### config.mk
export PLATFORM = sky130hd
export DESIGN_NAME = tcce_front
export DESIGN_NICKNAME = d
export VERILOG_FILES = /design/src/design/tcce_pkg.sv /design/src/design/tcce_front.sv
export SDC_FILE = /design/constraint.sdc
export NUM_CORES = 1
export LEC_CHECK = 0
export BUFFER_PORTS_ARGS = -buffer_cell sky130_fd_sc_hd__buf_4
export CAP_MARGIN = 15
export CORE_ASPECT_RATIO = 1.4
export CORE_MARGIN = 3
export CORE_UTILIZATION = 43
export DETAILED_ROUTE_END_ITERATION = 8
export PLACE_DENSITY = 0.65
export SETUP_SLACK_MARGIN = 0.2
export SLEW_MARGIN = 30
export SYNTH_ARGS = -nofsm -noshare
export SYNTH_HDL_FRONTEND = slang
export SYNTH_SLANG_ARGS = --single-unit
export TNS_END_PERCENT = 10
### constraint.sdc
create_clock -name clock -period 5.6 [get_ports clock]
set_input_delay 1.12 -clock clock [delete_from_list [all_inputs] [get_ports clock]]
set_output_delay 1.12 -clock clock [all_outputs]
set_load 0.01 [all_outputs]
### src/design/tcce_pkg.sv
// Shared constants, command codes and types of the text console cursor engine.
// Used by the front, back and top level modules; depends on nothing else.
`default_nettype none

package tcce_pkg;

   localparam int COLS     = 80;
   localparam int ROWS     = 25;
   localparam int HIST     = 512;
   localparam int CELLS    = COLS * ROWS;
   localparam int HCELLS   = HIST * COLS;
   localparam int CELL_AW  = $clog2(CELLS);
   localparam int HIST_AW  = $clog2(HCELLS);
   localparam int ROW_W    = 5;
   localparam int COL_W    = 7;
   localparam int LINE_W   = 9;
   localparam int SLOT_W   = $clog2(HIST);
   localparam int QDEPTH   = 2;
   localparam int QAW      = 1;

   localparam logic [7:0] CH_NEWLINE   = 8'd10;
   localparam logic [7:0] CH_BACKSPACE = 8'd8;
   localparam logic [7:0] CH_TAB       = 8'd9;
   localparam logic [7:0] CH_SPACE     = 8'd32;
   localparam logic [7:0] RESET_ATTR   = 8'h0F;

   localparam logic [1:0] MODE_PUT     = 2'd0;
   localparam logic [1:0] MODE_CLEAR   = 2'd1;
   localparam logic [1:0] MODE_RDSCR   = 2'd2;
   localparam logic [1:0] MODE_RDHIS   = 2'd3;

   localparam logic [2:0] K_NOP        = 3'd0;
   localparam logic [2:0] K_PUT        = 3'd1;
   localparam logic [2:0] K_CLEAR      = 3'd2;
   localparam logic [2:0] K_RDSCR      = 3'd3;
   localparam logic [2:0] K_RDHIS      = 3'd4;

   localparam logic REG_FB   = 1'b0;
   localparam logic REG_ATTR = 1'b1;

   typedef struct packed {
      logic [2:0]          kind;
      logic [7:0]          ch;
      logic [CELL_AW-1:0]  scr_addr;
      logic [HIST_AW-1:0]  hist_addr;
      logic [LINE_W-1:0]   line;
      logic                rd_ok;
   } cmd_type;

   typedef struct packed {
      logic pop;
      logic init_busy;
   } back_ctl_type;

endpackage

`default_nettype wire

### src/design/tcce_front.sv
// Front part: accepts request words, classifies them into commands and
// queues them for the back part. Depends on tcce_pkg.
`default_nettype none

module tcce_front (
   input  wire logic                  clock,
   input  wire logic                  reset,
   input  wire logic                  req_tvalid,
   output logic                       req_tready,
   input  wire logic [31:0]           req_tdata,  // char_code, cell_row, cell_col, history_line
   input  wire logic [1:0]            req_tuser,  // mode
   input  wire logic                  framebuffer_mode,
   input  wire tcce_pkg::back_ctl_type ctl,
   output logic                       head_valid,
   output tcce_pkg::cmd_type          head
);

   tcce_pkg::cmd_type       q_ff [tcce_pkg::QDEPTH];
   logic [tcce_pkg::QAW-1:0] wp_ff, wp_in, rp_ff, rp_in;
   logic [tcce_pkg::QAW:0]   cnt_ff, cnt_in;
   tcce_pkg::cmd_type       cmd;
   logic                    push;

   logic [7:0]                    f_ch;
   logic [tcce_pkg::ROW_W-1:0]    f_row;
   logic [tcce_pkg::COL_W-1:0]    f_col;
   logic [tcce_pkg::LINE_W-1:0]   f_line;

   assign f_ch   = req_tdata[7:0];
   assign f_row  = req_tdata[12:8];
   assign f_col  = req_tdata[19:13];
   assign f_line = req_tdata[28:20];

   always_comb begin
      cmd.ch        = f_ch;
      cmd.line      = f_line;
      cmd.scr_addr  = tcce_pkg::CELL_AW'(f_row * tcce_pkg::COLS)
                      + tcce_pkg::CELL_AW'(f_col);
      cmd.hist_addr = tcce_pkg::HIST_AW'(f_line * tcce_pkg::COLS)
                      + tcce_pkg::HIST_AW'(f_col);
      cmd.rd_ok     = 1'b0;
      case (req_tuser)
         tcce_pkg::MODE_PUT: begin
            cmd.kind = framebuffer_mode ? tcce_pkg::K_NOP : tcce_pkg::K_PUT;
         end
         tcce_pkg::MODE_CLEAR: begin
            cmd.kind = tcce_pkg::K_CLEAR;
         end
         tcce_pkg::MODE_RDSCR: begin
            cmd.kind  = tcce_pkg::K_RDSCR;
            cmd.rd_ok = ({1'b0, f_row} < (tcce_pkg::ROW_W+1)'(tcce_pkg::ROWS))
                        && ({1'b0, f_col} < (tcce_pkg::COL_W+1)'(tcce_pkg::COLS));
         end
         default: begin
            cmd.kind  = tcce_pkg::K_RDHIS;
            cmd.rd_ok = ({1'b0, f_line} < (tcce_pkg::LINE_W+1)'(tcce_pkg::HIST))
                        && ({1'b0, f_col} < (tcce_pkg::COL_W+1)'(tcce_pkg::COLS));
         end
      endcase
   end

   assign req_tready = (cnt_ff != (tcce_pkg::QAW+1)'(tcce_pkg::QDEPTH)) && !ctl.init_busy;
   assign push       = req_tvalid && req_tready;
   assign head_valid = (cnt_ff != '0);
   assign head       = q_ff[rp_ff];

   always_comb begin
      wp_in  = wp_ff;
      rp_in  = rp_ff;
      cnt_in = cnt_ff;
      if (push) begin
         wp_in = wp_ff + 1'b1;
      end
      if (ctl.pop) begin
         rp_in = rp_ff + 1'b1;
      end
      if (push && !ctl.pop) begin
         cnt_in = cnt_ff + 1'b1;
      end else if (!push && ctl.pop) begin
         cnt_in = cnt_ff - 1'b1;
      end
   end

   always_ff @(posedge clock) begin
      if (reset) begin
         wp_ff  <= '0;
         rp_ff  <= '0;
         cnt_ff <= '0;
      end else begin
         wp_ff  <= wp_in;
         rp_ff  <= rp_in;
         cnt_ff <= cnt_in;
      end
   end

   always_ff @(posedge clock) begin
      if (push) begin
         q_ff[wp_ff] <= cmd;
      end
   end

endmodule

`default_nettype wire

* After elaboration in Yosys (flattened, before gate mapping)
Memory sizes are Yosys's and may differ from the RTL's. A register that Yosys moved wholly into a read port is not among the register bits.
Index checks and enable logic that the tools add are counted.
** Word-level totals
- Memories :: 1
- Memory bits (read-only) :: 0
- Register bits :: 4
- Bits in latches :: 0
- Bits of input ports :: 40
- Word-level logic and storage cells :: 38
- Bits in writable memories :: 96
** Memories
- q_ff :: depth 2, bits a word 48, rd ports 1, clocked after Yosys merged registers in 1, write ports 1, line tcce_front.sv:18 : tcce_pkg::cmd_type q_ff [tcce_pkg::QDEPTH];
** Cells by class
- Equality and inequality tests :: 3
- $mul :: 2
- Magnitude comparators :: 2
- Divide/modulo/power cells :: 0
- Shift operators :: 0
- Add/subtract/negate cells :: 6
- Reduce and logical (&&, ||, !) cells :: 12
- Mux-type cells :: 9
- Bitwise operators :: 0
** Operators by type and width (number)
- adder 16 x 7 -> 16 bit :: 1
- multiplier 9 x 3 -> 12 bit (second input constant) :: 1
- adder 11 x 7 -> 11 bit :: 1
- one-hot mux 3 bit (3 select lines) :: 1
- less-than comparator 7 bit (second input constant) :: 1
- multiplier 5 x 3 -> 7 bit (second input constant) :: 1
- logical AND 1 bit :: 5
- less-than comparator 5 bit (second input constant) :: 1
- two-way mux 1 bit :: 5
- two-way mux 2 bit :: 2
- nonzero test 2 bit :: 2
- logical NOT 1 bit :: 3
- adder 1 bit (second input constant) :: 2
- adder 2 x 1 -> 2 bit (second input constant) :: 1
- == test 2 x 1 -> 1 bit (second input constant) :: 1
- == test 2 bit (second input constant) :: 1
- logical NOT 2 bit :: 1
- != test 2 bit (second input constant) :: 1
- one-hot mux 1 bit (2 select lines) :: 1
- OR reduction 2 bit :: 1
- subtractor 2 x 1 -> 2 bit (second input constant) :: 1

* Longest topological paths before layout
- Word-level depth :: 7
- Mapped depth :: 10
- Mapped depth without buffers :: 10

* Least setup slack after synthesis
No wires, ideal clock.
- Path type :: input -> register
- Start point :: input ctl[0] in the netlist's numbering
- End point :: memory q_ff[0][0] in the netlist's numbering (enable)
- Stages :: 3
- Path slack :: 1.743 ns
- Required time :: 5.154 ns
- Arrival :: 3.411 ns
- Path through :: a21oi_1 nand2_1 nor2_1
** On the way
- Cells in the longest elaborated chain, start to end :: 5
** RTL lines
- start: declaration :: line tcce_front.sv:13 : input wire tcce_pkg::back_ctl_type ctl,
- logical NOT 1 bit :: line tcce_front.sv:62 : assign req_tready = (cnt_ff != (tcce_pkg::QAW+1)'(tcce_pkg::QDEPTH)) && !ctl.init_busy;
- logical AND 1 bit :: line tcce_front.sv:62
- logical AND 1 bit :: line tcce_front.sv:63 : assign push = req_tvalid && req_tready;
- two-way mux 1 bit :: line tcce_front.sv:97 : if (push) begin
- two-way mux 1 bit (not written as such) :: line tcce_front.sv:98 : q_ff[wp_ff] <= cmd;
- end: declaration :: line tcce_front.sv:18
No other way between the ends.

==> impl_metrics.toml <==
[run_status]
outcome = "complete, no violations"

[die]
start_util_pct = 44.4
core_area_sq_um = 9950
pin_count = 90
dieArea_sq_um = 11500
num_rows = 43
die_height_um = 126
die_w_um = 91.7

[global_route]
grt_util_met3_pct = 4.54
grt_pass1_vias = 2628
grt_max_degree = 45
grt_overflow = 0
track_usage_pct = 13.9
busiest_layer = "met2"
use_met2_pct = 25.3
antenna_found_initial = 0
grtUsageMet1_pct = 14.9
grt_pass1_wl_um = 12400

[sta]
final.setup.tns_ns = 0
slew_violations = 0
finClkSkew_ns = 0.00658
tightestPinTransition_ns = 0.640
max_slew_margin_pct = 57.3
fin_crit_ns = 3.12
setup_viol = 0
fmax_mhz = 321
rsz0062_at_grt = "false"
hold_viol_final = 0
fin_crit_sh_pct = 55.7

[power]
p_comb_share_pct = 18.1
leakagePower_nw = 2.16
p_sw_share_pct = 24.9
p_seq_share_pct = 47.5
p_sw_uw = 444
power_density_nw_per_um2 = 324
ir_drop_v = 0.000182
p_total_mw = 1.79
p_int_mw = 1.34
pwr-share-clk_pct = 34.4

[synthesis]
yosysSeqAreaShare_pct = 62.1
synth.avg_cell_area_sq_um = 15.8
async_flop_share_pct = 0
synth.distinct_cells = 38
netlist.top_cell.by_area = "edfxtp_1"
syn_inst = 280
ys_ff_latch = 93
synth_common_cells = "edfxtp_1, mux2_2, ha_1"
synth_top_area_share_pct = 59.8
synth.net_count = 354
ys.flop_type = "edfxtp_1"
synth_most_common_cell = "edfxtp_1"
synthesis.area_sq_um = 4420
ys.warnings.count = 0
synth.area.top_cells = "edfxtp_1, mux2_2, ha_1"
synth_edf_count = 88

[critical_path]
required_ns = 5.73
end_kind = "flip-flop"
cp-start-kind = "primary input"
worstPathArrival_ns = 3.25
crit_fanout = 5
critPathKind = "primary input to flip-flop"

[finish]
n_antenna_cell = 0
final_layout_size_suffix_gt1_share_pct = 43.0
nets = 443
fill_cells = 850
stdcell_area_sq_um = 5510
multi_input_area_sq_um = 1570
seq_area_sq_um = 2750
syn2layout_area_growth_pct = 24.7

[clocking]
cts_setup_buffers = 0
cts.clk_slew.worst_paths_ns = 0.07
clkLatencyLatePin_ns = 0.34
cts_buffer_depth = 2
cts_tree = "yes"
holdBufCountCts = 0
cts_made_buffers = 9
post_cts_resized = 0
htree_levels = 3
cts-root-buf = "clkbuf_16"
cts.sinks = 93

[place]
gp_congestion = 0.688
place_hpwl_um = 5130
portBuffers = 86
placedInstanceArea_sq_um = 5200

[min_path]
min_path_type = "flip-flop to flip-flop"

[route]
wl_per_cell_um = 14.9
vias = 2464
first_pass_iters = 4
drt_iter0_drc = 108
drt-total-wl_um = 7560
postRouteAntennaNets = 0
drc = 0
via_per_inst = 4.84

[run]
maxCapViolations = 0
## kinds of logic after synthesis
| family | Yosys count | synth area share, % |
|---|---|---|
| simple gates | 29 | 4.08 |
| xor+xnor | 28 | 5.89 |
| buf+inv | 27 | 2.75 |
| fa+ha+maj | 34 | 10.3 |
| mux | 44 | 11.2 |
| flops | 93 | 62.1 |
| compound gates | 25 | 3.71 |
## routing by layer
| layer | wire length (um) | up-vias |
|---|---|---|
| met4 | 42 | 0 |
| li1 | - | 1209 |
| met1 | 2950 | 1202 |
| met3 | 367 | 4 |
| met5 | 0 | - |
| met2 | 4210 | 49 |
## critical path, stage by stage
cell and delay, ns:
buf_4 0.13, ha_1 0.28, ha_1 0.16, inv_1 0.05, fa_1 0.39, nand2b_2 0.21, a21oi_4 0.16, xor2_2 0.22
nand4_1 0.17, o31ai_1 0.36
## cells in the final DEF, fill, tap and decap left out, types with 2 or more instances in the layout
cell type,synthesis,layout
mux2_2,44,44
o21ai_0,3,3
nor2_1,7,6
xor2_2,2,2
nor2b_1,3,3
dfxtp_1,5,4
nor3_2,2,2
edfxtp_1,88,88
clkbuf_16,0,9
a21o_1,6,6
a21oi_1,8,8
inv_1,18,18
xor2_1,12,12
nand4_1,2,2
nand3_2,2,2
ha_1,30,30
clkinv_4,0,3
nand2_1,3,3
a31oi_1,2,2
fa_1,4,4
xnor2_1,14,14
buf_4,4,87
inv_6,0,2
## path summary, 6_finish.rpt
kind,start,endpoint,slack [ns],cells after the start
setup / recovery,req_tdata[21],q_ff[0][25]$_DFFE_PP_,2.48,10
hold / removal,cnt_ff[1]$_SDFFE_PP0P_,cnt_ff[1]$_SDFFE_PP0P_,0.51,2
setup reg to reg,cnt_ff[0]$_SDFFE_PP0P_,q_ff[0][5]$_DFFE_PP_,3.75,5
hold reg to reg,cnt_ff[1]$_SDFFE_PP0P_,cnt_ff[1]$_SDFFE_PP0P_,0.51,2
## cell type report
| type | instances | area share [%] |
|---|---|---|
| timing repair buffer | 87 | 11.9 |
| clock inverter | 7 | 1.48 |
| tap | 135 | 3.07 |
| sequential | 93 | 49.8 |
| multi-input combinational | 160 | 28.5 |
| inverter | 18 | 1.23 |
| clock buffer | 9 | 4.09 |
## through the flow
| stage | hold slack, ns | setup slack (ns) | util, % | cells |
|---|---|---|---|---|
| after floorplan | 0.460 | 1.74 | - | 280 |
| after global placement | 0.485 | 2.14 | 52.2 | 493 |
| after detailed placement | 0.507 | 2.11 | 52.3 | 493 |
| after CTS | 0.516 | 2.46 | 55.4 | 509 |
| after global routing | 0.545 | 2.29 | 55.4 | 509 |
| final | 0.512 | 2.48 | 55.4 | 509 |
## registers in the layout, summed over array words and instances, names as in the netlist, named ones only
signal / flops
cnt_ff: 2
wp_ff: 1
rp_ff: 1
q_ff: 88
## power groups by stage
stage,registers [mW],logic [mW],clock network [mW]
2_1_floorplan,0.849,0.217,0
3_3_place_gp,0.863,0.323,0
3_5_place_dp,0.865,0.328,0
4_1_cts,0.850,0.331,0.631
5_1_grt,0.854,0.359,0.660
6_report,0.848,0.323,0.614
(Power assumes the default switching activity.)
